**src/pnu_ram.sv**
```systemverilog
module pnu_ram #(
    parameter int WIDTH = 8,
    parameter int DEPTH = 256
) (
    input  logic                     i_clk,
    input  logic                     i_en,
    input  logic                     i_we,
    input  logic [$clog2(DEPTH)-1:0] i_addr,
    input  logic [WIDTH-1:0]         i_wdata,
    output logic [WIDTH-1:0]         o_rdata
);

    logic [WIDTH-1:0] r_mem [DEPTH];
    logic [WIDTH-1:0] r_rdata;

    always_ff @(posedge i_clk) begin
        if (i_en) begin
            if (i_we) begin
                r_mem[i_addr] <= i_wdata;
            end
            r_rdata <= r_mem[i_addr];
        end
    end

    assign o_rdata = r_rdata;

endmodule

```
**config.mk**
```make
export PLATFORM = sky130hd
export DESIGN_NAME = pnu_ram
export DESIGN_NICKNAME = d
export VERILOG_FILES = /design/src/pnu_ram.sv
export SDC_FILE = /design/constraint.sdc
export NUM_CORES = 2
export LEC_CHECK = 0
export ABC_AREA = 1
export BUFFER_PORTS_ARGS = -buffer_cell sky130_fd_sc_hd__buf_2
export CELL_PAD_IN_SITES_DETAIL_PLACEMENT = 1
export CELL_PAD_IN_SITES_GLOBAL_PLACEMENT = 1
export CORE_ASPECT_RATIO = 0.9
export CORE_UTILIZATION = 46
export CTS_CLUSTER_DIAMETER = 100
export DETAILED_ROUTE_END_ITERATION = 8
export GPL_ROUTABILITY_DRIVEN = 0
export PLACE_DENSITY_LB_ADDON = 0.1
export SLEW_MARGIN = 20
export SYNTH_ARGS = -nofsm -noshare
export SYNTH_HDL_FRONTEND = slang
export SYNTH_SLANG_ARGS = --single-unit
```
**constraint.sdc**
```tcl
create_clock -name i_clk -period 2.7 [get_ports i_clk]
set_input_delay 0.54 -clock i_clk [delete_from_list [all_inputs] [get_ports i_clk]]
set_output_delay 0.54 -clock i_clk [all_outputs]
set_load 0.05 [all_outputs]
```
### After elaboration in Yosys (flattened, before gate mapping)

Memories as Yosys holds them, arrays and structs flattened. A register that Yosys moved wholly into a read port is not among the register bits.
Index checks and enable logic that the tools add are counted.

* ROM bits: 0
* register bits: 0
* input bits: 19
* RAM bits: 2048
* memories: 1
* latch bits: 0

* bitwise operators: 0
* multipliers: 0
* equal/unequal tests: 0
* $lt $le $gt $ge: 0
* reductions and logical operators: 0
* shift operators: 0
* mux-type cells: 3
* add/subtract/negate cells: 0
* divide/modulo/power cells: 0

Memory list
* r_mem: words 256, bits a word 8, rd ports 1, clocked after memory_dff 1, wr ports 1, line 13 `logic [WIDTH-1:0] r_mem [DEPTH];`

Operators with widths (count)
* two-way mux 1 bit: 3

### Depth between registers and ports, before layout

* word-level depth: 3
* mapped depth: 17

### Worst setup path after synthesis

OpenSTA, ideal clock, no wires.

* path kind: in2reg
* from: input i_addr[0]
* to: memory r_mem[99][0], enable pin
* setup slack: 164 ps
* stages on the path: 9
* arrival: 2165 ps
* buffers on the path: 5
* cells stage by stage: buf_2 > inv_2 > buf_6 > buf_6 > buf_2 > nor3_2 > nand2_1 > clkbuf_1 > nor2_1

RTL lines
* start: declaration: line 8 `input logic [$clog2(DEPTH)-1:0] i_addr,`
* end: declaration: line 13

No word-level cell before the write port.

==> results by group <==
Outcome
  – Outcome: complete, no violations

Yosys
  – Post-synthesis cell type count: 16
  – Post-Synthesis Cells: 7798
  – Synthesized area: 84740 µm²
  – Mapped Nets: 7817
  – Register area share after synthesis: 72.86%
  – Mean post-synth cell area: 10.87 µm²
  – Syn. warnings: 0
  – Synth Register Bits: 2056

Layout
  – Share of cells above drive strength 1: 11.96%
  – Register area: 61740 µm²
  – Commonest non-fill, non-tap cell in the layout: nand2_1
  – Fill cell count: 19312
  – Most frequent cells in the layout: 4094 x nand2_1, 2056 x edfxtp_1, 560 x nand3_1, 545 x buf_4, 338 x nor2_1
  – Nets@finish: 8277
  – Multi-input gate area: 21080 µm²
  – Area Growth Syn to Fin: 17.32%

Critical path
  – CP required: 3.29 ns
  – Reg-to-reg slack, setup: 0.33 ns
  – Crit path capture type: flip-flop
  – Crit path arrival time: 2.96 ns
  – Startpoint class of the critical path: flip-flop
  – CP max FO: 1
  – CP Class: flip-flop to flip-flop

Drt
  – Via/cell ratio: 5.490
  – DRC: 0
  – Drt first-iter violations: 5729
  – Final WL: 266300 µm
  – Vias: 59531
  – Post-DR wirelength/cell: 24.56 µm
  – DR pass1 iterations: 5
  – Post-route antenna net violation count: 0

Clock tree
  – Hold Buf Count CTS: 0
  – H-tree depth: 4
  – Cts bufs inserted: 213
  – Clock Sinks: 2056
  – Worst-skew pair later-pin latency: 0.87 ns
  – Reg clk slew, reported paths: 0.06 ns
  – Cts repair resizes: 0
  – Root Driver: clkbuf_16
  – Bufs on Longest Clock Path: 3
  – CTS tree: done
  – Postcts setup bufs: 0

Timing
  – RSZ-0062 raised after global routing: false
  – Final clock skew: 0.03120 ns
  – Highest clock rate: 421.3 MHz
  – Crit path time final: 2.373 ns
  – Final Setup Violations: 0
  – Slew @ Worst Pin: 1.097 ns
  – Max-slew violations: 0
  – Period utilization: 87.91%
  – Hold violation count in the final report: 0
  – Max transition margin: 26.56%
  – Final TNS setup: 0 ns

Worst hold path
  – Worst min path class: input port to flip-flop

Power
  – Final Power: 0.06805 W
  – Internal power: 0.05217 W
  – Leakage: 39.20 nW
  – Sw power: 0.01588 W
  – Sequential share of power: 51.7%
  – Comb pwr share: 6.7%
  – PD cells: 684.5 nW/µm²
  – Max IR drop VDD: 0.0006680 V
  – Sw Ratio: 23.33%
  – Clk pwr share: 41.6%

Floorplanning
  – Initial Util: 46.28%
  – Die W: 454.4 µm
  – # rows: 149
  – IO Pins: 27
  – Die area: 185900 µm²
  – Chip Height: 409.2 µm
  – Core area: 183100 µm²

Global route
  – Met2 Use GR: 47.14%
  – Pin count of the biggest net entering global routing: 79
  – First-pass GRT wire length: 397500 µm
  – Met1 Track Usage GR: 39.82%
  – Initial antenna violation count: 7
  – Met3 Resource Use GR: 3.988%
  – Gr ovfl total: 0
  – Vias in the first global route: 62146
  – GRT busiest layer: met2
  – Total track usage: 28.77%

Place
  – Post-DP HPWL: 168300 µm
  – Buffers on Ports: 26

Job
  – Max cap viols: 0
[registers in the layout, indices dropped and copies added (netlist names)]
signal / flops
r_mem: 2048
o_rdata: 8
[stage by stage]
step	utilization, %	cell area, µm²	worst slack [ns]	instances	hold WS, ns
floorplan	-	84740	0.1644	7798	0.6389
global placement	50.71	92840	-0.4805	10459	0.9556
detailed placement	50.71	92840	-0.5657	10459	0.9648
CTS	54.30	99410	0.3266	10841	0.01524
global route	54.30	99410	0.1405	10841	0.04856
finish	54.30	99410	0.3266	10843	0.06973
[worst paths after layout]
check,from,end,cells past startpoint
worst max register to register,r_mem[68][2],o_rdata[2],13
worst min register to register,r_mem[218][7],o_rdata[7],10
worst min-delay path,i_wdata[4],r_mem[24][4],1
worst max-delay path,r_mem[68][2],o_rdata[2],13
[cell families (layout without fill, tap and decap cells)]
logic type	after synthesis	after routing	synth area share, %
buf+inv	470	1097	2.355
simple gates	5144	5144	24.03
other cells	0	2	0
flops	2056	2056	72.86
compound gates	128	128	0.7560
[synthesized netlist by cell type]
| cell | number | share of area [%] |
|---|---|---|
| nand2_1 | 4102 | 18 |
| edfxtp_1 | 2056 | 73 |
| nand3_1 | 564 | 3.3 |
| nor2_1 | 343 | 1.5 |
| clkbuf_1 | 249 | 1.1 |
| buf_2 | 164 | 0.97 |
| nand4_1 | 132 | 0.97 |
| o21ai_1 | 128 | 0.76 |
| buf_1 | 39 | 0.17 |
| inv_1 | 10 | 0.044 |
| buf_6 | 3 | 0.040 |
| clkinv_1 | 2 | 0.0089 |
| inv_2 | 2 | 0.0089 |
| nor3_2 | 2 | 0.024 |
| buf_4 | 1 | 0.0089 |
| nor2_2 | 1 | 0.0074 |
[power by group through the flow]
stage	Clock [W]	Combinational, W	Sequential, W
floorplan	0	0.00201	0.0359
global placement	0	0.00445	0.0359
detailed placement	0	0.00454	0.0359
CTS	0.0287	0.00458	0.0352
global route	0.0298	0.00493	0.0352
finish	0.0283	0.00455	0.0352
[final cells by class]
type,count,share of cell area [%]
antenna,2,0.005034
clock buffer,260,5.582
clock inverter,122,1.021
inverter,14,0.07552
multi-input combinational,5272,21.21
sequential,2056,62.10
tap,2416,3.041
timing repair buffer,701,6.965
[critical path, stage by stage, from the launching register on]
cell and delay, ns:
edfxtp_1 0.38, nand2_1 0.08, nand2_1 0.05, nand2_1 0.07, nand2_1 0.06, nand2_1 0.06
nand2_1 0.10, o21ai_1 0.35, nand2_1 0.09, nor2_1 0.20, nor2_1 0.08, buf_4 0.16
nor2_1 0.31, nand2_1 0.11
[routing by layer]
layer,up-vias,wire [µm]
li1,27190,-
met1,30240,114900
met2,1706,127800
met3,395,15450
met4,0,8134
met5,-,0
Note: power is estimated with default switching activity, not from simulation.
