[src/pnu_pkg.sv]
package pnu_pkg;

    // Upscale factor and frame store depth.
    localparam int SCALE       = 3;
    localparam int FRAME_DEPTH = 65536;
    localparam int FRAME_AW    = $clog2(FRAME_DEPTH);

    // Palette table.
    localparam int PAL_DEPTH = 256;
    localparam int PAL_AW    = $clog2(PAL_DEPTH);
    localparam int PAL_W     = 32;

    // Field widths.
    localparam int FUNC_W  = 2;
    localparam int ADDR_W  = 16;
    localparam int VALUE_W = 32;
    localparam int COORD_W = 12;
    localparam int DIM_W   = 11;
    localparam int IDX_W   = 8;

    // Truncated fixed-point step, 16 fractional bits.
    localparam int FRAC_W = 16;
    localparam int STEP_W = FRAC_W + 1;
    localparam logic [STEP_W-1:0] STEP = STEP_W'((1 << FRAC_W) / SCALE);
    localparam int PROD_W = COORD_W + STEP_W;

    // Display extent and linear source address widths.
    localparam int DISP_W = DIM_W + $clog2(SCALE + 1);
    localparam int SRC_W  = COORD_W + DIM_W + 1;

    // Operation codes carried in the input tuser.
    localparam logic [FUNC_W-1:0] FUNC_WR_FRAME = 2'd0;
    localparam logic [FUNC_W-1:0] FUNC_WR_PAL   = 2'd1;
    localparam logic [FUNC_W-1:0] FUNC_FETCH    = 2'd2;

    // Configuration register indexes.
    localparam int CFG_IDX_W = 1;
    localparam logic [CFG_IDX_W-1:0] CFG_SRC_WIDTH  = 1'b0;
    localparam logic [CFG_IDX_W-1:0] CFG_SRC_HEIGHT = 1'b1;
    localparam logic [DIM_W-1:0] RST_SRC_WIDTH  = 11'd320;
    localparam logic [DIM_W-1:0] RST_SRC_HEIGHT = 11'd200;

    // Item leaving the address pipe: frame store access ready to issue.
    typedef struct packed {
        logic               valid;
        logic [FUNC_W-1:0]  func;
        logic [SRC_W-1:0]   addr;
        logic               ok;
        logic [VALUE_W-1:0] value;
    } t_addr_beat;

    // Result beat.
    typedef struct packed {
        logic [PAL_W-1:0] color;
        logic             oor;
    } t_result;

endpackage

[src/pnu_out_buf.sv]
module pnu_out_buf
    import pnu_pkg::*;
(
    input  logic    i_clk,
    input  logic    i_rst_n,
    input  logic    i_push,
    input  t_result i_data,
    output logic    o_en,
    output logic    o_valid,
    output t_result o_data,
    input  logic    i_ready
);

    logic    r_out_valid;
    t_result r_out;
    logic    r_skid_valid;
    t_result r_skid;

    // The pipeline moves only while the skid entry is free, so a push never
    // meets a full buffer.
    assign o_en = !r_skid_valid;

    always_ff @(posedge i_clk) begin
        if (!i_rst_n) begin
            r_out_valid  <= 1'b0;
            r_skid_valid <= 1'b0;
        end else if (r_out_valid && !i_ready) begin
            if (i_push) begin
                r_skid_valid <= 1'b1;
            end
        end else if (r_skid_valid) begin
            r_out_valid  <= 1'b1;
            r_skid_valid <= 1'b0;
        end else begin
            r_out_valid <= i_push;
        end
    end

    always_ff @(posedge i_clk) begin
        if (r_out_valid && !i_ready) begin
            if (i_push) begin
                r_skid <= i_data;
            end
        end else if (r_skid_valid) begin
            r_out <= r_skid;
        end else if (i_push) begin
            r_out <= i_data;
        end
    end

    assign o_valid = r_out_valid;
    assign o_data  = r_out;

endmodule

[config.mk]
export PLATFORM = sky130hd
export DESIGN_NAME = pnu_out_buf
export DESIGN_NICKNAME = d
export VERILOG_FILES = /design/src/pnu_pkg.sv /design/src/pnu_out_buf.sv
export SDC_FILE = /design/constraint.sdc
export NUM_CORES = 1
export LEC_CHECK = 0
export BUFFER_PORTS_ARGS = -buffer_cell sky130_fd_sc_hd__buf_2
export CORE_MARGIN = 3
export CORE_UTILIZATION = 50
export DETAILED_ROUTE_END_ITERATION = 8
export GPL_ROUTABILITY_DRIVEN = 0
export PLACE_DENSITY = 0.8
export SLEW_MARGIN = 10
export SYNTH_ARGS = -nofsm -noshare
export SYNTH_HDL_FRONTEND = slang
export SYNTH_SLANG_ARGS = --single-unit
[constraint.sdc]
create_clock -name i_clk -period 4.09 [get_ports i_clk]
set_input_delay 0.409 -clock i_clk [delete_from_list [all_inputs] [get_ports i_clk]]
set_output_delay 0.409 -clock i_clk [all_outputs]
set_load 0.01 [all_outputs]
; ---- Word level (Yosys, flattened, before mapping)
; Cells that the tools add are included.
[op_classes]
n_mux = 3
reduce_logical = 7
n_bitwise = 1
[op_table]
columns = operator, count
row1 = $mux W33, 2
row2 = $reduce_and A2 Y1, 3
row3 = $logic_not A1 Y1, 2
row4 = $reduce_bool A2 Y1, 1
row5 = $logic_and A1 B1 Y1, 1
row6 = $mux W1, 1
row7 = $not A1 Y1, 1
[totals]
reg_bits = 68
inputBits = 37
out_inout_bits = 35
elab_cells = 17

; ---- Longest topological paths before layout
; Gate-level depths: netlist of the first run.
[depth]
word_depth = 4
depth_mapped = 3
mapped_depth_nobuf = 2

; ---- Worst setup path after synthesis of the first run
; Ideal clock, no wire load.
[synth_path]
kind = reg-to-reg
from = register r_skid_valid
to = register r_out (netlist bit o_data[0]), enable pin
n_path_buf = 1
path_slack_ps = 1740
setup_ps = 423
arrival_ps = 1927
required_time_ps = 3667
path_stages_with_launch = 4
synth_period_minus_slack_ps = 2350
cell_sequence = dfxtp_1 buf_6 nor2_1 nor2_1
[synth_between]
elab_chain_len = 2
[synth_rtl]
columns = element, line
row1 = from (decl), pnu_out_buf.sv:16  ; logic r_skid_valid;
row2 = from (signal assigned), pnu_out_buf.sv:26  ; r_skid_valid <= 1'b0;
row3 = from (signal assigned), pnu_out_buf.sv:29  ; r_skid_valid <= 1'b1;
row4 = from (signal assigned), pnu_out_buf.sv:33  ; r_skid_valid <= 1'b0;
row5 = $reduce_bool A2 Y1 (no source line), -
row6 = $reduce_and A2 Y1 (no source line), -
row7 = to (signal assigned), pnu_out_buf.sv:45  ; r_out <= r_skid;
row8 = to (signal assigned), pnu_out_buf.sv:47  ; r_out <= i_data;
row9 = to (decl), pnu_out_buf.sv:15  ; t_result r_out;
; No other way between the ends.
; A chain may end at the register's enable or synchronous reset.

; ---- Worst setup path after layout of the first run
[layout_path]
from = register r_skid_valid
to = output port o_en
[layout_between]
elab_chain_len = 1
[layout_rtl]
columns = element, line
row1 = $logic_not A1 Y1, pnu_out_buf.sv:21  ; assign o_en = !r_skid_valid;
row2 = to (decl), pnu_out_buf.sv:8  ; output logic o_en,
; No other way between the ends.

==> results.py, run 1 <==
metrics = {
    "outcome": {
        "status": "complete, no violations",
    },
    "synthesis": {
        "ys_types": 12,
        "synth_area_um2": 2611,
        "syn_avg_cell_area_um2": 23.31,
        "synthTopCellsByArea": "edfxtp_1 76%, mux2_4 16%, buf_12 2.3%",
        "ys_ff_latch": 68,
        "yosysSeqAreaShare": 0.7743,
        "postSynthCellCount": 112,
        "yosys_warnings": 0,
        "synth_top_area_share": 0.7590,
        "yosys.area.top_type": "edfxtp_1",
        "synth_nets": 149,
    },
    "floorplanning": {
        "io_pins": 72,
        "core_um2": 4880,
        "die_h_um": 78.27,
        "die_area_um2": 6125,
        "std_cell_rows": 25,
        "die_w_um": 78.27,
        "start_util": 0.5351,
    },
    "final_layout": {
        "n_antenna_cell": 0,
        "utilization": 0.6513,
        "fin_nets": 228,
        "final_common_cell": "buf_2",
        "area_growth_pct": 21.71,
        "mostFrequentLayoutCells": "71 x buf_2, 66 x edfxtp_1, 28 x mux2_4, 12 x clkbuf_8, 5 x mux2_2",
        "layout-drive-gt1-share": 0.6173,
    },
    "pwr": {
        "p_int_uw": 1124,
        "p_clk_frac": 0.350,
        "p_seq_frac": 0.575,
        "p_switching_uw": 284.7,
        "swShare": 0.2021,
        "p_comb_frac": 0.075,
        "ir_drop_mv": 0.2526,
        "finalPower_uw": 1409,
        "p_leak_uw": 0.001247,
        "power_density_nw_per_um2": 443.2,
    },
    "clock_network": {
        "cts_hold_buf": 0,
        "clk_pin_slew_ps": 70,
        "root_buffer": "clkbuf_8",
        "clock_sinks": 68,
        "cts_inserted_buffers": 9,
        "clk_latency_ps": 330,
        "post_cts_resize_count": 0,
        "clk_path_buf_depth": 2,
        "cts_max_level": 3,
        "post-cts-setup-buffers": 0,
        "cts_tree": "done",
    },
    "detailed_routing": {
        "vias_per_cell": 4.757,
        "dr_total_vias": 1251,
        "wl_per_cell_um": 15.53,
        "drt_pass1_iterations": 4,
        "routed_wl_mm": 4.085,
        "drc_errors": 0,
        "dr.first_iter.drc_count": 56,
        "ant_nets": 0,
    },
    "hold_path": {
        "hold_depth": 1,
        "hold_class": "in -> reg",
        "hold_start": "i_data[11]",
    },
    "timing": {
        "finalWorstSetupSlack_ps": 2292,
        "finalCritPeriodShare": 0.4397,
        "final.setup.tns_ps": 0,
        "hold_violations": 0,
        "relSlewSlack": 0.3955,
        "fin_skew_ps": 9.714,
        "finalSetupViolCount": 0,
        "maxSlewViolCount": 0,
        "period_minus_slack_ps": 1798,
        "worst_pin_slew_ps": 904.6,
        "rsz0062_at_grt": "no",
        "fmax_ghz": 0.5561,
    },
    "worst_setup_path": {
        "crit_fanout": 35,
        "r2r-start": "o_valid",
        "startpoint": "r_skid_valid",
        "required_ps": 3680,
        "crit_path_end_kind": "primary output",
        "slowest_stage": "buf_4",
        "worstPathArrival_ps": 1390,
        "crit_type": "reg -> out",
        "worstPathCellList": "buf_4, inv_1, buf_2",
        "r2r_cells": 2,
        "cp-start-kind": "register",
        "critPathMaxStageDelay_ps": 490,
    },
    "grt": {
        "grt_pass1_vias": 1321,
        "grt_pass1_wl_mm": 6.513,
        "grt_use_total": 0.1468,
        "grt_max_degree": 36,
        "antenna_found_initial": 0,
        "globalRouteOverflowTotal": 0,
    },
    "run": {
        "max_cap_violations": 0,
    },
    "placed_design": {
        "pre_cts_slack_ps": 2164,
        "dp_hpwl_mm": 2.709,
        "portBuffers": 71,
    },
}
==> state kept, by name (all words and copies together) (netlist names) <==
signal,cells
o_data,33
r_skid,33
o_valid,1
r_skid_valid,1
==> layout make-up <==
cell class	instances	area [um2]
Sequential cell	68	2023
Fill cell	371	1702
Multi-Input combinational cell	39	523.0
Timing Repair Buffer	72	362.8
Clock buffer	14	172.7
Tap cell	67	83.83
Clock inverter	2	8.758
Inverter	1	3.754
==> worst paths after layout <==
path	to	slack (ps)
worst max register to register	r_skid[4]	2350
worst min register to register	o_data[4]	550
worst min-delay path	r_skid[11]	260
worst max-delay path	o_en	2290
==> critical path, delay by kind of cell, from the launching register on <==
| family | cells | cell delay, ps |
|---|---|---|
| buf+inv | 3 | 730 |
| flops | 1 | 320 |
==> stage by stage <==
step / instances / hold WS, ps / area, um2
after detailed placement: 247 / 534.7 / 2997
final: 263 / 261.3 / 3178
after CTS: 263 / 240.6 / 3178
after global placement: 247 / 529.3 / 2997
after floorplan: 112 / 507.9 / 2611
after global routing: 263 / 235.8 / 3178
==> layer usage <==
layer,vias up,GRT usage,wire [um],share of wire
li1,598,-,-,-
met1,588,0.1701,1720,0.42
met2,55,0.2200,1897,0.46
met3,10,0.07110,371,0.091
met4,0,0.08916,95,0.023
met5,-,0,0,0
==> cell families after synthesis <==
kind of cell | after synthesis | synth area share
muxes | 33 | 0.1826
buffers and inverters | 5 | 0.02875
DFF | 68 | 0.7743
AOI/OAI and AO/OA | 1 | 0.003355
and+or+nand+nor | 5 | 0.01103
==> power by group through the flow <==
stage / logic, uW / registers, uW / clock network [uW]
5_1_grt: 115 / 812 / 541
3_3_place_gp: 104 / 824 / 0
6_report: 106 / 810 / 493
4_1_cts: 108 / 810 / 509
3_5_place_dp: 108 / 825 / 0
2_1_floorplan: 45.7 / 838 / 0
==> synth_stat cells <==
cell type,n
o31a_1,1
inv_1,1
mux2_2,5
nor2b_1,1
dfxtp_1,2
and2_1,1
and3b_1,1
mux2_4,28
buf_6,1
nor2_1,2
edfxtp_1,66
buf_12,3
Note: power is estimated with default switching activity, not from simulation.
==> run 2: changes to the inputs <==
Settings changed: CORE_UTILIZATION 50 to 46, PLACE_DENSITY 0.8 to 0.77.
Clock period 4.09 ns to 1.5 ns, I/O delays scaled along.
==> results.py, run 2 (same netlist as run 1, synthesis figures left out) <==
metrics = {
    "clock_network": {
        "root_buffer": "clkbuf_8",
        "clock_sinks": 68,
        "clk_path_buf_depth": 2,
        "post_cts_resize_count": 0,
        "cts_tree": "done",
        "clk_latency_ps": 330,
        "cts_inserted_buffers": 9,
        "cts_max_level": 3,
        "clk_pin_slew_ps": 70,
        "post-cts-setup-buffers": 0,
        "cts_hold_buf": 23,
    },
    "pwr": {
        "power_density_nw_per_um2": 1132,
        "ir_drop_mv": 0.7003,
        "p_leak_uw": 0.001379,
    },
    "detailed_routing": {
        "dr_total_vias": 1403,
        "ant_nets": 0,
        "wl_per_cell_um": 16.10,
        "routed_wl_mm": 4.734,
        "vias_per_cell": 4.772,
        "drc_errors": 0,
        "dr.first_iter.drc_count": 63,
        "drt_pass1_iterations": 4,
    },
    "run": {
        "max_cap_violations": 0,
    },
    "worst_setup_path": {
        "slowest_stage": "nor2b_1",
        "crit_path_end_kind": "register",
        "crit_type": "reg -> reg",
        "required_ps": 1540,
        "crit_fanout": 18,
        "cp-start-kind": "register",
        "worstPathArrival_ps": 1390,
        "worstPathCellList": "nor2b_1, and2_4, buf_12",
        "ff2ff_setup_slack_ps": 150,
        "critPathMaxStageDelay_ps": 330,
    },
    "floorplanning": {
        "std_cell_rows": 26,
        "die_area_um2": 6617,
        "start_util": 0.4924,
        "die_w_um": 81.35,
        "core_um2": 5303,
        "die_h_um": 81.35,
        "io_pins": 72,
    },
    "timing": {
        "finalCritPeriodShare": 0.8978,
        "worst_pin_slew_ps": 366.9,
        "fin_skew_ps": 6.474,
        "fmax_ghz": 0.7425,
        "period_minus_slack_ps": 1347,
        "final.setup.tns_ps": 0,
        "relSlewSlack": 0.7549,
        "rsz0062_at_grt": "no",
        "maxSlewViolCount": 0,
        "hold_violations": 0,
        "finalSetupViolCount": 0,
    },
    "final_layout": {
        "final_common_cell": "buf_2",
        "n_antenna_cell": 0,
        "seqCellArea_um2": 2023,
        "fin_nets": 256,
        "multiInputGateArea_um2": 524.3,
        "finalInstanceArea_um2": 3536,
        "mostFrequentLayoutCells": "71 x buf_2, 66 x edfxtp_1, 28 x mux2_4, 23 x dlygate4sd3_1, 9 x clkbuf_8",
        "area_growth_pct": 35.41,
        "fillCellCount": 352,
        "layout-drive-gt1-share": 0.5670,
    },
    "outcome": {
        "status": "complete, no violations",
    },
    "grt": {
        "grt_pass1_wl_mm": 7.293,
        "globalRouteOverflowTotal": 0,
        "antenna_found_initial": 0,
        "grt_use_total": 0.1555,
        "grt_max_degree": 22,
        "grt_pass1_vias": 1485,
    },
    "placed_design": {
        "portBuffers": 71,
        "placed_area_um2": 3114,
        "dp_hpwl_mm": 3.181,
    },
    "hold_path": {
        "hold_class": "in -> reg",
    },
}
==> run 2: cell type report <==
class / instances / area share
Multi-Input combinational cell: 39 / 0.1483
Tap cell: 70 / 0.02477
Clock buffer: 9 / 0.03503
Inverter: 1 / 0.001062
Sequential cell: 68 / 0.5722
Timing Repair Buffer: 100 / 0.1996
Clock inverter: 7 / 0.01911
==> run 2: critical path, delay by kind of cell (launching register included) <==
kind	cells	cell delay (ps)
and+or+nand+nor	2	580
buffers and inverters	1	160
DFF	1	320
==> run 2: power by group <==
group	total (uW)	internal [uW]	switching, uW
registers	2210	2190	23.2
clock network	1420	755	667
logic	373	212	160
==> run 2: worst paths after layout <==
path | cells after the start | end | from
worst max-delay path | 3 | r_skid[13] | o_valid
worst min-delay path | 1 | r_skid[9] | i_data[9]
worst max register to register | 3 | r_skid[13] | o_valid
worst min register to register | 1 | o_data[28] | r_skid[28]
==> run 2: stage by stage <==
stage / power [uW] / cells / utilization / setup WS (ps) / hold slack (ps)
after floorplan: 2410 / 112 / - / 58.28 / 248.9
after global placement: 2563 / 255 / 0.5873 / 214.7 / 342.6
final: 4003 / 294 / 0.6668 / 153.3 / 19.10
after detailed placement: 2578 / 255 / 0.5873 / 142.1 / 345.3
after CTS: 4036 / 294 / 0.6668 / 133.8 / 3.370
after global routing: 4125 / 294 / 0.6668 / 53.64 / 9.462
==> run 2: metal layers <==
metal / wire [um] / vias up / global-route usage / part of all wire
li1: - / 657 / - / -
met1: 1850 / 682 / 0.1770 / 0.39
met2: 2466 / 48 / 0.2541 / 0.52
met3: 262 / 16 / 0.04545 / 0.055
met4: 154 / 0 / 0.1014 / 0.033
met5: 0 / - / 0 / 0
==> run 3: changes to the inputs <==
Settings changed: CORE_UTILIZATION 46 to 50, PLACE_DENSITY 0.77 to 0.8.
Clock period 1.5 ns to 1.3 ns, I/O delays scaled along.
==> results.py, run 3 (same netlist as run 1, synthesis figures left out) <==
metrics = {
    "hold_path": {
        "hold_start": "i_rst_n",
        "hold_depth": 2,
        "hold_end": "o_valid",
        "hold_class": "in -> reg",
    },
    "final_layout": {
        "fin_nets": 267,
        "fillCellCount": 293,
        "final_cells": 302,
        "n_antenna_cell": 0,
        "final_common_cell": "buf_2",
        "mostFrequentLayoutCells": "71 x buf_2, 66 x edfxtp_1, 33 x dlygate4sd3_1, 28 x mux2_4, 9 x clkbuf_8",
        "area_growth_pct": 41.35,
        "layout-drive-gt1-share": 0.5532,
        "utilization": 0.7564,
    },
    "worst_setup_path": {
        "crit_path_end_kind": "register",
        "worstPathArrival_ps": 1280,
        "r2r_cells": 4,
        "crit_fanout": 18,
        "ff2ff_setup_slack_ps": 60,
        "r2r-start": "r_skid_valid",
        "slowest_stage": "dfxtp_2",
        "crit_type": "reg -> reg",
        "cp-start-kind": "register",
        "required_ps": 1340,
        "critPathMaxStageDelay_ps": 410,
        "worstPathCellList": "buf_12, nor2_4, nor2_4, buf_12",
        "r2r-end": "o_data[11]",
    },
    "timing": {
        "period_minus_slack_ps": 1245,
        "maxSlewViolCount": 0,
        "fmax_ghz": 0.8035,
        "finalWorstSetupSlack_ps": 55.45,
        "fin_skew_ps": 5.199,
        "rsz0062_at_grt": "no",
        "worst_pin_slew_ps": 167.4,
        "finalSetupViolCount": 0,
        "relSlewSlack": 0.8882,
        "hold_violations": 0,
        "finalCritPeriodShare": 0.9574,
    },
    "placed_design": {
        "dp_cells": 253,
        "portBuffers": 71,
        "pre_cts_slack_ps": 54.02,
    },
    "detailed_routing": {
        "ant_nets": 0,
        "wl_per_cell_um": 16.35,
        "routed_wl_mm": 4.938,
        "drt_pass1_iterations": 4,
        "drc_errors": 0,
        "dr_total_vias": 1431,
        "vias_per_cell": 4.738,
        "dr.first_iter.drc_count": 91,
    },
    "grt": {
        "globalRouteOverflowTotal": 0,
        "antenna_found_initial": 0,
        "grt_pass1_wl_mm": 7.769,
        "grt_max_degree": 19,
        "grt_use_total": 0.1745,
        "grt_pass1_vias": 1549,
    },
    "clock_network": {
        "cts_max_level": 3,
        "clk_path_buf_depth": 2,
        "cts_inserted_buffers": 9,
        "cts_tree": "done",
        "root_buffer": "clkbuf_8",
        "clk_pin_slew_ps": 70,
        "clk_latency_ps": 330,
        "clock_sinks": 68,
    },
    "floorplanning": {
        "die_w_um": 78.27,
        "io_pins": 72,
        "die_area_um2": 6125,
        "core_um2": 4880,
        "start_util": 0.5351,
        "std_cell_rows": 25,
        "die_h_um": 78.27,
    },
    "pwr": {
        "ir_drop_mv": 0.8632,
        "p_leak_uw": 0.001450,
        "finalPower_uw": 4846,
        "power_density_nw_per_um2": 1313,
    },
    "outcome": {
        "status": "complete, no violations",
    },
    "run": {
        "max_cap_violations": 0,
    },
}
## run 3: cell count changes in the layout (fill, tap and decap cells not counted), sizes merged
cell         change
clkinvlp         -2
buf              +1
clkinv           +1
bufinv           +1
dlygate4sd3     +10
## run 3: power by group
group	internal (uW)	leakage [uW]	switching [uW]
Sequential	2520	0.000637	26.6
Clock	1070	0.000101	767
Combinational	270	0.000712	192
Total	3860	0.00145	985
## run 3: worst max-delay path by stage
stage	startpoint	endpoint	slack, ps	depth (start not counted)
after floorplan	r_skid_valid	o_data[0]	-110	3
after global placement	r_skid_valid	o_data[12]	100	4
after detailed placement	r_skid_valid	o_data[14]	50	4
after CTS	r_skid_valid	o_data[15]	40	4
after global routing	r_skid_valid	o_data[11]	10	4
final	r_skid_valid	o_data[11]	60	4
## run 3: per-layer routing
metal  track usage  share of wire  vias to the layer above
li1              -              -                      681
met1        0.1994           0.40                      677
met2        0.2920           0.51                       62
met3       0.05849          0.061                       11
met4       0.08916          0.026                        0
met5             0              0                        -
## run 3: layout make-up
| type | instances | area [um2] | share of cell area |
|---|---|---|---|
| multi-input combinational | 39 | 539.3 | 0.1461 |
| clock buffer | 9 | 123.9 | 0.03356 |
| inverter | 1 | 3.754 | 0.001017 |
| tap | 67 | 83.83 | 0.02271 |
| sequential | 68 | 2023 | 0.5481 |
| timing repair buffer | 111 | 825.8 | 0.2237 |
| clock inverter | 7 | 91.34 | 0.02475 |
## run 3: critical path: cells and delay by family, from the launching register on
kind,cells,cell delay (ps)
flip-flops,1,410
buffers and inverters,2,330
AND/OR/NAND/NOR,2,210
## run 3: stage by stage
step	hold WS [ps]	instance area, um2	TNS, ps
5_1_grt	16.59	3691	0
3_3_place_gp	324.8	3146	0
6_report	28.88	3691	0
4_1_cts	13.77	3691	0
2_1_floorplan	228.9	2641	-3671
3_5_place_dp	324.5	3146	0
## run 3: repair_timing
action / in CTS / in global routing
endpoints found under the setup margin: 0 / 0
gates resized for setup: 0 / 0
endpoints found under the hold margin: 33 / 0
setup buffers: 0 / 0
hold buffers: 33 / 0
