===== src/pnu_pkg.sv =====
package pnu_pkg;

    // Upscale factor and frame store depth.
    localparam int SCALE       = 3;
    localparam int FRAME_DEPTH = 65536;
    localparam int FRAME_AW    = $clog2(FRAME_DEPTH);

    // Palette table.
    localparam int PAL_DEPTH = 256;
    localparam int PAL_AW    = $clog2(PAL_DEPTH);
    localparam int PAL_W     = 32;

    // Field widths.
    localparam int FUNC_W  = 2;
    localparam int ADDR_W  = 16;
    localparam int VALUE_W = 32;
    localparam int COORD_W = 12;
    localparam int DIM_W   = 11;
    localparam int IDX_W   = 8;

    // Truncated fixed-point step, 16 fractional bits.
    localparam int FRAC_W = 16;
    localparam int STEP_W = FRAC_W + 1;
    localparam logic [STEP_W-1:0] STEP = STEP_W'((1 << FRAC_W) / SCALE);
    localparam int PROD_W = COORD_W + STEP_W;

    // Display extent and linear source address widths.
    localparam int DISP_W = DIM_W + $clog2(SCALE + 1);
    localparam int SRC_W  = COORD_W + DIM_W + 1;

    // Operation codes carried in the input tuser.
    localparam logic [FUNC_W-1:0] FUNC_WR_FRAME = 2'd0;
    localparam logic [FUNC_W-1:0] FUNC_WR_PAL   = 2'd1;
    localparam logic [FUNC_W-1:0] FUNC_FETCH    = 2'd2;

    // Configuration register indexes.
    localparam int CFG_IDX_W = 1;
    localparam logic [CFG_IDX_W-1:0] CFG_SRC_WIDTH  = 1'b0;
    localparam logic [CFG_IDX_W-1:0] CFG_SRC_HEIGHT = 1'b1;
    localparam logic [DIM_W-1:0] RST_SRC_WIDTH  = 11'd320;
    localparam logic [DIM_W-1:0] RST_SRC_HEIGHT = 11'd200;

    // Item leaving the address pipe: frame store access ready to issue.
    typedef struct packed {
        logic               valid;
        logic [FUNC_W-1:0]  func;
        logic [SRC_W-1:0]   addr;
        logic               ok;
        logic [VALUE_W-1:0] value;
    } t_addr_beat;

    // Result beat.
    typedef struct packed {
        logic [PAL_W-1:0] color;
        logic             oor;
    } t_result;

endpackage


===== src/pnu_addr_pipe.sv =====
module pnu_addr_pipe
    import pnu_pkg::*;
(
    input  logic               i_clk,
    input  logic               i_rst_n,
    input  logic               i_en,
    input  logic               i_valid,
    input  logic [FUNC_W-1:0]  i_func,
    input  logic [ADDR_W-1:0]  i_addr,
    input  logic [VALUE_W-1:0] i_value,
    input  logic [COORD_W-1:0] i_dx,
    input  logic [COORD_W-1:0] i_dy,
    input  logic [DIM_W-1:0]   i_width,
    input  logic [DIM_W-1:0]   i_height,
    output t_addr_beat         o_beat
);

    // Stage 1: captured input beat.
    logic               r_s1_valid;
    logic [FUNC_W-1:0]  r_s1_func;
    logic [ADDR_W-1:0]  r_s1_addr;
    logic [VALUE_W-1:0] r_s1_value;
    logic [COORD_W-1:0] r_s1_dx;
    logic [COORD_W-1:0] r_s1_dy;

    // Stage 2: source coordinates and display bounds.
    logic               r_s2_valid;
    logic [FUNC_W-1:0]  r_s2_func;
    logic [ADDR_W-1:0]  r_s2_addr;
    logic [VALUE_W-1:0] r_s2_value;
    logic [COORD_W-1:0] r_s2_col;
    logic [COORD_W-1:0] r_s2_row;
    logic               r_s2_inb;

    // Stage 3: linear address.
    t_addr_beat r_s3;

    logic [PROD_W-1:0] w_col_prod;
    logic [PROD_W-1:0] w_row_prod;
    logic [DISP_W-1:0] w_disp_w;
    logic [DISP_W-1:0] w_disp_h;
    logic              w_inb;
    logic [SRC_W-1:0]  w_src;
    logic [SRC_W-1:0]  w_st_addr;
    t_addr_beat        n_s3;

    always_comb begin
        w_col_prod = PROD_W'(r_s1_dx) * PROD_W'(STEP);
        w_row_prod = PROD_W'(r_s1_dy) * PROD_W'(STEP);
        w_disp_w   = DISP_W'(i_width) * DISP_W'(SCALE);
        w_disp_h   = DISP_W'(i_height) * DISP_W'(SCALE);
        w_inb      = ((DISP_W + 1)'(r_s1_dx) < (DISP_W + 1)'(w_disp_w)) &&
                     ((DISP_W + 1)'(r_s1_dy) < (DISP_W + 1)'(w_disp_h));
    end

    always_comb begin
        w_src     = SRC_W'(r_s2_row) * SRC_W'(i_width) + SRC_W'(r_s2_col);
        w_st_addr = SRC_W'(r_s2_addr);
        n_s3.valid = r_s2_valid;
        n_s3.func  = r_s2_func;
        n_s3.value = r_s2_value;
        if (r_s2_func == FUNC_FETCH) begin
            n_s3.addr = w_src;
            n_s3.ok   = r_s2_inb && (w_src < SRC_W'(FRAME_DEPTH));
        end else if (r_s2_func == FUNC_WR_FRAME) begin
            n_s3.addr = w_st_addr;
            n_s3.ok   = w_st_addr < SRC_W'(FRAME_DEPTH);
        end else begin
            n_s3.addr = w_st_addr;
            n_s3.ok   = w_st_addr < SRC_W'(PAL_DEPTH);
        end
    end

    always_ff @(posedge i_clk) begin
        if (!i_rst_n) begin
            r_s1_valid <= 1'b0;
            r_s2_valid <= 1'b0;
            r_s3.valid <= 1'b0;
        end else if (i_en) begin
            r_s1_valid <= i_valid;
            r_s2_valid <= r_s1_valid;
            r_s3.valid <= n_s3.valid;
        end
    end

    always_ff @(posedge i_clk) begin
        if (i_en) begin
            r_s1_func  <= i_func;
            r_s1_addr  <= i_addr;
            r_s1_value <= i_value;
            r_s1_dx    <= i_dx;
            r_s1_dy    <= i_dy;

            r_s2_func  <= r_s1_func;
            r_s2_addr  <= r_s1_addr;
            r_s2_value <= r_s1_value;
            r_s2_col   <= w_col_prod[FRAC_W +: COORD_W];
            r_s2_row   <= w_row_prod[FRAC_W +: COORD_W];
            r_s2_inb   <= w_inb;

            r_s3.func  <= n_s3.func;
            r_s3.addr  <= n_s3.addr;
            r_s3.ok    <= n_s3.ok;
            r_s3.value <= n_s3.value;
        end
    end

    assign o_beat = r_s3;

endmodule


===== config.mk =====
export PLATFORM = sky130hd
export DESIGN_NAME = pnu_addr_pipe
export DESIGN_NICKNAME = d
export VERILOG_FILES = /design/src/pnu_pkg.sv /design/src/pnu_addr_pipe.sv
export SDC_FILE = /design/constraint.sdc
export NUM_CORES = 1
export LEC_CHECK = 0
export ABC_CLOCK_PERIOD_IN_PS = 16000
export BUFFER_PORTS_ARGS = -buffer_cell sky130_fd_sc_hd__buf_2
export CAP_MARGIN = 25
export CORE_ASPECT_RATIO = 0.75
export CORE_UTILIZATION = 30
export CTS_CLUSTER_SIZE = 30
export DETAILED_ROUTE_END_ITERATION = 6
export PLACE_DENSITY = 0.49
export SLEW_MARGIN = 30
export SYNTH_ARGS = -nofsm -noshare
export SYNTH_HDL_FRONTEND = slang
export SYNTH_SLANG_ARGS = --single-unit
export TNS_END_PERCENT = 50

===== constraint.sdc =====
create_clock -name i_clk -period 16 [get_ports i_clk]
set_input_delay 1.6 -clock i_clk [delete_from_list [all_inputs] [get_ports i_clk]]
set_output_delay 1.6 -clock i_clk [all_outputs]
set_load 0.02 [all_outputs]

Word level (Yosys, flattened, before mapping)
Cells that the tools add are included.
{"block": "op_classes", "n_addsub": 1, "n_mul": 5, "order_cmp": 4, "n_eq_ne": 1, "muxes": 2, "reduce_logical": 3}
{"cell": "multiplier 12 x 15 -> 27 bit (second input constant)", "count": 2}
{"cell": "< comparator 12 x 13 -> 1 bit", "count": 2}
{"cell": "multiplier 11 x 2 -> 13 bit (second input constant)", "count": 2}
{"cell": "two-way mux 24 bit", "count": 1}
{"cell": "adder 22 x 11 -> 23 bit", "count": 1}
{"cell": "< comparator 23 x 17 -> 1 bit (second input constant)", "count": 1}
{"cell": "multiplier 11 x 11 -> 22 bit", "count": 1}
{"cell": "< comparator 16 x 9 -> 1 bit (second input constant)", "count": 1}
{"cell": "equality test 2 bit (second input constant)", "count": 1}
{"cell": "logical AND 1 bit", "count": 2}
{"cell": "logical NOT 2 bit", "count": 1}
{"cell": "two-way mux 1 bit", "count": 1}
{"block": "word_totals", "ff_bits": 209, "in_bits": 100, "output_inout_bits": 60, "wordCells": 34}

Logic depth before layout (Yosys ltp)
Gate-level depths: netlist of the first run.
{"block": "logic_depth", "ltp_word": 5, "depth_mapped": 22, "ltp_nobuf": 21}

Worst setup path before layout of the first run
OpenSTA, ideal clock, no wires.
{"block": "synth_timing", "path_kind": "input to register", "start": "input port i_width[4]", "end": "register r_s3 (netlist bit o_beat[32]), data pin", "setup_time_ns": 0.256, "arrival_time_ns": 6.718, "required_ns": 15.744, "setup_slack_ns": 9.027, "stages": 20, "n_path_buf": 1, "cell_sequence": "clkbuf_1 -> nand2_1 -> fa_1 -> inv_1 -> fa_1 -> fa_1 -> fa_1 -> inv_1 -> fa_1 -> inv_1 -> ha_1 -> a21oi_1 -> and3b_1 -> o31ai_2 -> o21ai_2 -> o31a_1 -> o2111a_1 -> a2111oi_4 -> xor2_1 -> a41o_1"}
{"item": "start, declared", "line": "pnu_addr_pipe.sv:13", "source": "input logic [DIM_W-1:0] i_width,"}
{"item": "end, declared", "line": "pnu_addr_pipe.sv:36", "source": "t_addr_beat r_s3;"}

==> results of run 1 <==
layer usage:
layer  global-route usage, %  part of all wire [%]
met3                    2.63                   5.5
met1                    17.4                    50
met2                    18.4                    43
met4                    2.78                   1.6
met5                       0                     0
cells by family (layout without fill, tap and decap cells):
group / count (synthesis) / count (layout)
AND/OR/NAND/NOR: 268 / 268
adder cells (fa/ha/maj): 386 / 386
other: 1 / 1
multiplexers: 7 / 7
buffers and inverters: 254 / 432
flip-flops: 208 / 208
AO/OA/AOI/OAI: 164 / 164
XOR/XNOR: 42 / 42
layout by cell type, fill, tap and decap left out, types with 4 or more instances in the layout:
| cell type | count |
|---|---|
| a21o_1 | 23 |
| nor3_1 | 12 |
| fa_1 | 160 |
| clkbuf_16 | 25 |
| a211oi_1 | 11 |
| buf_2 | 157 |
| ha_1 | 226 |
| nand2b_1 | 10 |
| mux2_2 | 4 |
| xor2_1 | 22 |
| o21ai_0 | 35 |
| inv_1 | 224 |
| o211ai_1 | 4 |
| clkinv_2 | 4 |
| nand4_1 | 4 |
| a31oi_1 | 5 |
| a21oi_1 | 39 |
| nand3_1 | 8 |
| clkbuf_8 | 5 |
| edfxtp_1 | 205 |
| and2_1 | 61 |
| xnor2_1 | 20 |
| clkinvlp_4 | 4 |
| o21a_1 | 20 |
| or2_2 | 6 |
| nor2b_1 | 11 |
| nor2_1 | 41 |
| nand2_1 | 94 |
worst max-delay path by stage:
stage,startpoint,end,slack (ns),cells past startpoint
floorplan,i_width[4],o_beat[32]$_DFFE_PP_,9.03,20
global placement,i_width[10],o_beat[32]$_DFFE_PP_,8.70,19
detailed placement,i_width[9],o_beat[32]$_DFFE_PP_,8.61,19
CTS,i_width[9],o_beat[32]$_DFFE_PP_,9.16,19
global route,i_width[10],o_beat[32]$_DFFE_PP_,8.88,20
finish,i_width[10],o_beat[32]$_DFFE_PP_,9.12,19
synthesized netlist by cell type, drive strengths merged (4+ instances only):
library cell / instances / share of area, %
mux2: 4 / 0.28
nand3: 8 / 0.25
or2: 7 / 0.29
nor2b: 11 / 0.43
nand4: 4 / 0.16
o31ai: 4 / 0.22
a211oi: 11 / 0.51
clkbuf: 27 / 0.63
ha: 226 / 18
o21ai: 39 / 1.2
a21oi: 39 / 1.2
xor2: 22 / 1.2
o21a: 20 / 0.93
fa: 160 / 20
xnor2: 20 / 1.1
nor2: 41 / 0.96
a21o: 23 / 1.1
o211ai: 4 / 0.19
a31oi: 5 / 0.19
nand2: 94 / 2.2
and2: 61 / 2.4
inv: 224 / 5.2
nor3: 12 / 0.37
edfxtp: 205 / 38
nand2b: 10 / 0.39
state kept, by name, indices dropped and copies added (netlist names), 2 cells and up:
signal and count:
o_beat 59, r_s1_addr 16, r_s1_dx 12, r_s1_dy 12
r_s1_func 2, r_s1_value 32, r_s2_addr 16, r_s2_col 11
r_s2_func 2, r_s2_row 11, r_s2_value 32
stage by stage:
stage | worst slack, ns | hold slack, ns | cells | utilization (%)
2_1_floorplan | 9.03 | 0.400 | 1330 | -
3_3_place_gp | 8.70 | 0.400 | 2174 | 33.4
3_5_place_dp | 8.61 | 0.405 | 2174 | 33.4
4_1_cts | 9.16 | 0.418 | 2220 | 35.0
5_1_grt | 8.88 | 0.422 | 2220 | 35.0
6_report | 9.12 | 0.417 | 2220 | 35.0
area by class of cell:
cell class              count  share of cell area [%]
well taps                 712                    4.80
flip-flops and latches    208                    33.5
inverters                 224                    4.53
multi-input cells         868                    48.1
clock inverters            14                   0.897
repair buffers            162                    4.49
clock buffers              32                    3.73
==> metrics.yaml, run 1 <==
synthesis:
  synthCells: 1330
  synth_mux_area_share_pct: 0.466
  synth.distinct_cells: 58
  postSynth.asyncResetShare_pct: 0
  synth_area_um2: 16100
  ys.flop_type: "edfxtp_1"
  synth_seq_cells: 208
  synth_fp_nets: 1816
  synth_adder_area_share_pct: 37.5
  synth_compound_area_share_pct: 6.73
  avgSynthCellArea_um2: 12.1
  synth-xor-area-share_pct: 2.29
  synth-edff-count: 205
  synth-simple-area-share_pct: 8.45
  synth_warnings: 0
  yosysSeqAreaShare_pct: 38.6
  synth_top_family_by_area: "adder cells"
detailed_routing:
  via_per_inst: 4.33
  routed_wl_um: 32000
  drt_iter0_markers: 408
  drc: 0
  via_count: 9608
  wire_per_inst_um: 14.4
  ant_nets: 0
  dr.pass1.iters: 4
grt:
  antenna_found_initial: 2
  grt_pass1_vias: 10149
  grt_overflow: 0
  grt_start_max_net_pins: 74
  grt_usage_pct: 12.1
  grt_pass1_wl_um: 53300
floorplanning:
  die_h_um: 203
  core_area_um2: 53000
  dieArea_um2: 54600
  die_w_um: 269
  start_util_pct: 30.4
  num_io_pins: 160
  num_rows: 73
final_layout:
  final.fill_count: 5285
  seqCellArea_um2: 6220
  final_layout_size_suffix_gt1_share_pct: 14.7
  area_delta_synth_final_pct: 15.3
  antenna_cells: 0
  nets: 1975
  multi_input_area_um2: 8920
  fin_area_um2: 18600
sta:
  worstMarginPinSlew_ns: 0.879
  fmax_ghz: 0.145
  setup_viol: 0
  fin_skew_ns: 0.00933
  slew_headroom_pct: 41.4
  fin_crit_ns: 6.88
  report.final.slew_viol_count: 0
  rsz0062_at_grt: "no"
  hold_viol: 0
  setup-tns-final_ns: 0
  fin_crit_sh_pct: 43.0
worst_setup_path:
  reg2reg_from: "r_s2_row[2]$_DFFE_PP_"
  slowest_stage: "fa_1"
  critical-path-top-delay-family: "adder cells"
  r2r_slack_ns: 9.76
  cp_data_required_time_ns: 16.30
  rr_endpoint: "o_beat[32]$_DFFE_PP_"
  crit_chain: "buf_2, and2_1, fa_1, fa_1, fa_1, fa_1, inv_1, fa_1, inv_1, ha_1, a21oi_1, and3b_1, o31ai_2, o21ai_2, o31a_1, o2111a_1, a2111oi_4, xor2_1, a41o_1"
  end_kind: "flop"
  crit_path_max_fanout: 19
  worst_path_largest_cell_delay_ns: 0.59
  setup.worst_path.class: "in2reg"
  cp-start-kind: "input pin"
  cp_data_arrival_time_ns: 7.18
  crit_buf_inv: 3
  path_common_cell: "fa_1"
  r2r_cells: 18
clocking:
  clk_latency_ns: 0.54
  cts_setup_buffers: 0
  root_buffer: "clkbuf_16"
  cts_buffers: 25
  htreeDepth: 1
  cts.sinks: 208
  path_clk_slew_ns: 0.06
  cts_buffer_depth: 3
  postCtsHoldBufs: 0
  cts_resized: 0
  cts_tree: "done"
worst_hold_path:
  hold_start: "r_s2_value[22]$_DFFE_PP_"
  worstHoldPathType: "reg2reg"
  hold_depth: 0
  hold_end: "o_beat[22]$_DFFE_PP_"
placed_design:
  gp_congestion: 0.830
  post_dp_cell_area_um2: 17700
  io_buffers: 158
  hpwl_um: 25300
job:
  cap_violations: 0
status:
  status: "finished, final reports clean"
Power of run 1 is not shown: default switching activity piles up to over one toggle a cycle in this logic, so the estimate is an artifact.
==> run 2, diff against run 1 <==
- ABC_CLOCK_PERIOD_IN_PS: 16000 -> 6400
- clock period: 16 -> 6.4 ns (I/O delays scaled with it)
==> run 2 against run 1 <==
- worst setup slack worse by 8.8 ns
- final cell count increased by 0.32%
- cell area rose by 0.38%
- critical path depth shrank 1
- critical endpoint unchanged
- first-iteration DRC count is 6.9% lower
- register-to-register slack worse by 9.5 ns
- utilization increased by 0.13 points
- flip-flop and latch count did not move
- largest cell class unchanged
==> metrics.yaml, run 2 (synthesized netlist as in run 1, its figures left out) <==
sta:
  fmax_ghz: 0.164
  whs_ns: 0.265  # -0.152 ns
  hold_viol: 0  # unchanged
  rsz0062_at_grt: "no"
  slew_headroom_pct: 43.8  # +2.5 points
  setup-tns-final_ns: 0  # unchanged
  fin_crit_sh_pct: 95.2
  worstMarginPinSlew_ns: 0.842  # -0.0372 ns
  fin_crit_ns: 6.09
  fin_skew_ns: 0.0178  # +0.00844 ns
  setup_viol: 0  # unchanged
  report.final.slew_viol_count: 0  # unchanged
worst_setup_path:
  cp_data_arrival_time_ns: 6.39  # -0.79 ns
  crit_path_max_fanout: 11  # -8
  cp_data_required_time_ns: 6.70  # -9.60 ns
  reg2reg_from: "r_s2_row[2]$_DFFE_PP_"
  r2r_slack_ns: 0.31  # -9.45 ns
  worstSetupStartpoint: "r_s2_row[2]$_DFFE_PP_"
  r2r_cells: 18  # unchanged
  cp-start-kind: "flop"
  end_kind: "flop"
  setup.worst_path.class: "reg2reg"
final_layout:
  most-common-layout-cells: "226 x ha_1, 224 x inv_1, 205 x edfxtp_1"
  largest_reg_flops: 59  # unchanged
  area_delta_synth_final_pct: 15.8
  final.fill_count: 5332  # +0.89%
  multi_input_area_um2: 8920  # unchanged
  final_layout_size_suffix_gt1_share_pct: 14.7  # +0.074 points
  final_util_pct: 35.2  # +0.13 points
  fin_area_um2: 18600  # +0.38%
  final_common_cell: "ha_1"
  nets: 1981  # +0.30%
  seqCellArea_um2: 6220  # unchanged
detailed_routing:
  via_per_inst: 4.35  # +0.47%
  drc: 0  # unchanged
  drt_iter0_markers: 380  # -6.9%
  wire_per_inst_um: 14.5  # +0.44%
  routed_wl_um: 32300  # +0.76%
  ant_nets: 0  # unchanged
  dr.pass1.iters: 5  # +1
  via_count: 9684  # +0.79%
grt:
  grt_start_max_net_pins: 81  # +9.5%
  grt_usage_pct: 12.2  # +0.11 points
  grt_overflow: 0  # unchanged
  grt_pass1_wl_um: 53600  # +0.62%
  antenna_found_initial: 3  # +1
  grt_pass1_vias: 10247  # +0.97%
floorplanning:
  num_io_pins: 160  # unchanged
  core_area_um2: 53000  # unchanged
  die_h_um: 203  # unchanged
  die_w_um: 269  # unchanged
  dieArea_um2: 54600  # unchanged
  num_rows: 73  # unchanged
  start_util_pct: 30.4  # unchanged
placed_design:
  post_dp_cell_area_um2: 17700  # +0.21%
  io_buffers: 158  # unchanged
  hpwl_um: 25500  # +0.85%
  gp_congestion: 0.852  # +2.6%
clocking:
  cts_resized: 0  # unchanged
  path_clk_slew_ns: 0.06  # about the same
  cts_setup_buffers: 0  # unchanged
  htreeDepth: 1  # unchanged
  cts.sinks: 208  # unchanged
  cts_buffer_depth: 3  # unchanged
  postCtsHoldBufs: 0  # unchanged
  clk_latency_ns: 0.55  # about the same
  cts_buffers: 26  # +4.0%
  cts_tree: "done"
  root_buffer: "clkbuf_16"
status:
  status: "finished, final reports clean"
worst_hold_path:
  hold_start: "i_value[0]"
  hold_depth: 1  # +1
  worstHoldPathType: "in2reg"
job:
  cap_violations: 0  # unchanged
## run 2: changes by cell type in the layout (fill, tap and decap cells not counted)
cell	previous run	this run
buf_6	1	0
clkinv_4	0	2
inv_6	3	2
buf_4	3	9
diode_2	0	1
clkinv_1	0	3
clkinvlp_4	4	1
clkbuf_8	5	3
bufinv_16	3	4
clkbuf_16	25	26
clkinv_2	4	2
clkbuf_1	3	4
clkinv_8	0	1
## run 2: final cells by class
class                           count  area share, %
Multi-Input combinational cell    868           47.9
Antenna cell                        1         0.0134
Timing Repair Buffer              167           4.65
Tap cell                          712           4.78
Sequential cell                   208           33.4
Inverter                          224           4.51
Clock buffer                       32           3.72
Clock inverter                     15           1.07
## run 2: worst max-delay path, stage by stage, from the launching register on
cell and delay (ns):
edfxtp_1 0.60, and2_1 0.25, fa_1 0.49, fa_1 0.53, fa_1 0.52, fa_1 0.60
inv_1 0.07, fa_1 0.54, inv_1 0.04, ha_1 0.30, a21oi_1 0.19, and3b_1 0.20
o31ai_2 0.21, o21ai_2 0.11, o31a_1 0.28, o2111a_1 0.27, a2111oi_4 0.28, xor2_1 0.15
a41o_1 0.22
## run 2: worst paths after layout
path / end
setup reg to reg: o_beat[32]$_DFFE_PP_
hold / removal: r_s1_value[0]$_DFFE_PP_
hold reg to reg: r_s2_addr[3]$_DFFE_PP_
setup / recovery: o_beat[32]$_DFFE_PP_
## run 2: stage by stage
| step | worst slack [ns] | cells |
|---|---|---|
| CTS | 0.302 | 2226 |
| finish | 0.309 | 2227 |
| global route | 0.0518 | 2227 |
| detailed placement | 0.134 | 2179 |
| global placement | 0.158 | 2179 |
| floorplan | 0.387 | 1330 |
## run 2: routing by layer
layer,part of all wire [%],global-route usage (%)
met5,0,0
met4,2.2,3.67
met3,6.2,2.83
met2,43,18.5
met1,49,17.2
Power of run 2 is left out for the same reason.
==> run 3, diff against run 2 <==
- CORE_MARGIN: unset -> 1.5
- CORE_UTILIZATION: 30 -> 60
- PLACE_DENSITY: 0.49 -> 0.84
==> run 3 against run 2 <==
- worst setup slack worse by 0.055 ns
- flip-flop and latch count stayed put
- critical path depth stayed put
==> metrics.yaml, run 3 (synthesized netlist as in run 1, its figures left out) <==
clocking:
  htreeDepth: 1  # unchanged
  root_buffer: "clkbuf_16"
  clk_latency_ns: 0.53  # -0.02 ns
  postCtsHoldBufs: 0  # unchanged
  path_clk_slew_ns: 0.07  # about the same
  cts_resized: 0  # unchanged
  cts_buffers: 22  # -15%
  cts_setup_buffers: 0  # unchanged
  cts.sinks: 208  # unchanged
  cts_buffer_depth: 3  # unchanged
  cts_tree: "done"
detailed_routing:
  via_count: 10037  # +3.6%
  ant_nets: 0  # unchanged
  wire_per_inst_um: 16.7  # +15%
  via_per_inst: 5.43  # +25%
  routed_wl_um: 30900  # -4.3%
  dr.pass1.iters: 5  # unchanged
  drt_iter0_markers: 543  # +43%
  drc: 0  # unchanged
worst_setup_path:
  cp_data_arrival_time_ns: 6.44  # +0.05 ns
  path_common_cell: "fa_1"
  setup.worst_path.class: "reg2reg"
  rr_endpoint: "o_beat[32]$_DFFE_PP_"
  cp_data_required_time_ns: 6.69  # about the same
  r2r_slack_ns: 0.25  # -0.06 ns
  crit_buf_inv: 2  # unchanged
  critical-path-top-delay-family: "adder cells"
  r2r_cells: 18  # unchanged
  end_kind: "flop"
  cp-start-kind: "flop"
  worst_path_largest_cell_delay_ns: 0.63  # +0.03 ns
  crit_chain: "and2_1, fa_1, fa_1, fa_1, fa_1, inv_1, fa_1, inv_1, ha_1, a21oi_1, and3b_1, o31ai_2, o21ai_2, o31a_1, o2111a_1, a2111oi_4, xor2_1, a41o_1"
  crit_path_max_fanout: 11  # unchanged
  slowest_stage: "edfxtp_1"
  reg2reg_from: "r_s2_row[2]$_DFFE_PP_"
placed_design:
  io_buffers: 158  # unchanged
  post_dp_cell_area_um2: 17300  # -2.6%
  hpwl_um: 24100  # -5.7%
  gp_congestion: 0.883  # +3.7%
floorplanning:
  dieArea_um2: 27800  # -49%
  num_io_pins: 160  # unchanged
  start_util_pct: 61.5  # +31 points
  die_w_um: 192  # -29%
  num_rows: 51  # -30%
  core_area_um2: 26200  # -51%
  die_h_um: 145  # -29%
final_layout:
  largest_reg_flops: 59  # unchanged
  final_layout_size_suffix_gt1_share_pct: 14.3  # -0.44 points
  nets: 1976  # -0.25%
  most-common-layout-cells: "226 x ha_1, 224 x inv_1, 205 x edfxtp_1"
  final_common_cell: "ha_1"
  area_delta_synth_final_pct: 12.2
  fin_area_um2: 18100  # -3.0%
grt:
  grt_usage_pct: 23.4  # +11 points
  grt_start_max_net_pins: 77  # -4.9%
  antenna_found_initial: 2  # -1
  grt_overflow: 0  # unchanged
  grt_pass1_vias: 10406  # +1.6%
  grt_pass1_wl_um: 50600  # -5.6%
sta:
  setup_viol: 0  # unchanged
  worstMarginPinSlew_ns: 0.974  # +0.131 ns
  rsz0062_at_grt: "no"
  fmax_ghz: 0.163  # -0.90%
  setup-tns-final_ns: 0  # unchanged
  slew_headroom_pct: 34.9  # -8.9 points
  fin_skew_ns: 0.0210  # +0.00324 ns
  fin_crit_sh_pct: 96.0  # +0.86 points
  report.final.slew_viol_count: 0  # unchanged
  fin_crit_ns: 6.15  # +0.0552 ns
  hold_viol: 0  # unchanged
worst_hold_path:
  hold_end: "r_s1_addr[3]$_DFFE_PP_"
  hold_start: "i_addr[3]"
  worstHoldPathType: "in2reg"
  hold_depth: 1  # unchanged
status:
  status: "finished, final reports clean"
job:
  cap_violations: 0  # unchanged
## run 3: cell count changes in the layout (fill, tap and decap cells not counted), sizes merged
cell	before	now
clkinvlp	1	0
inv	226	224
buf	166	165
clkbuf	33	32
clkinv	8	4
## run 3: metal layers
metal  track usage [%]  vias up  wire [µm]
met5                 0        -          0
met4              5.71        0        623
met3              6.27       50       2500
met2              36.0      297      13600
met1              33.3     4887      14100
li1                  -     4803          -
## run 3: final cells by class
| type | count | area (µm²) |
|---|---|---|
| multi-input cells | 868 | 8920 |
| fillers | 1874 | 8100 |
| flip-flops and latches | 208 | 6220 |
| repair buffers | 166 | 863 |
| inverters | 224 | 841 |
| clock buffers | 31 | 624 |
| well taps | 344 | 430 |
| clock inverters | 8 | 164 |
| diodes | 1 | 2.50 |
## run 3: worst max-delay path by stage
| stage | from | endpoint | slack [ns] | depth (start not counted) |
|---|---|---|---|---|
| floorplan | i_width[4] | o_beat[32]$_DFFE_PP_ | 0.39 | 20 |
| global placement | i_width[4] | o_beat[32]$_DFFE_PP_ | 0.23 | 20 |
| detailed placement | i_width[4] | o_beat[32]$_DFFE_PP_ | 0.14 | 20 |
| CTS | r_s2_row[1]$_DFFE_PP_ | o_beat[32]$_DFFE_PP_ | 0.29 | 18 |
| global route | r_s2_row[1]$_DFFE_PP_ | o_beat[32]$_DFFE_PP_ | 0.03 | 19 |
| finish | r_s2_row[2]$_DFFE_PP_ | o_beat[32]$_DFFE_PP_ | 0.25 | 18 |
## run 3: worst reg2reg max path, stage by stage, from the launching register on
cell,delay [ns]
edfxtp_1,0.63
and2_1,0.27
fa_1,0.48
fa_1,0.52
fa_1,0.51
fa_1,0.61
inv_1,0.08
fa_1,0.53
inv_1,0.05
ha_1,0.29
a21oi_1,0.19
and3b_1,0.21
o31ai_2,0.22
o21ai_2,0.12
o31a_1,0.27
o2111a_1,0.27
a2111oi_4,0.29
xor2_1,0.15
a41o_1,0.24
## run 3: metrics by stage
stage / hold WS (ns) / worst slack (ns) / utilization [%] / cells
2_1_floorplan: 0.400 / 0.387 / - / 1330
3_3_place_gp: 0.400 / 0.226 / 66.0 / 1810
3_5_place_dp: 0.405 / 0.144 / 66.0 / 1810
4_1_cts: 0.256 / 0.295 / 69.0 / 1849
5_1_grt: 0.255 / 0.0252 / 69.0 / 1850
6_report: 0.275 / 0.254 / 69.0 / 1850
Power of run 3 is left out for the same reason.
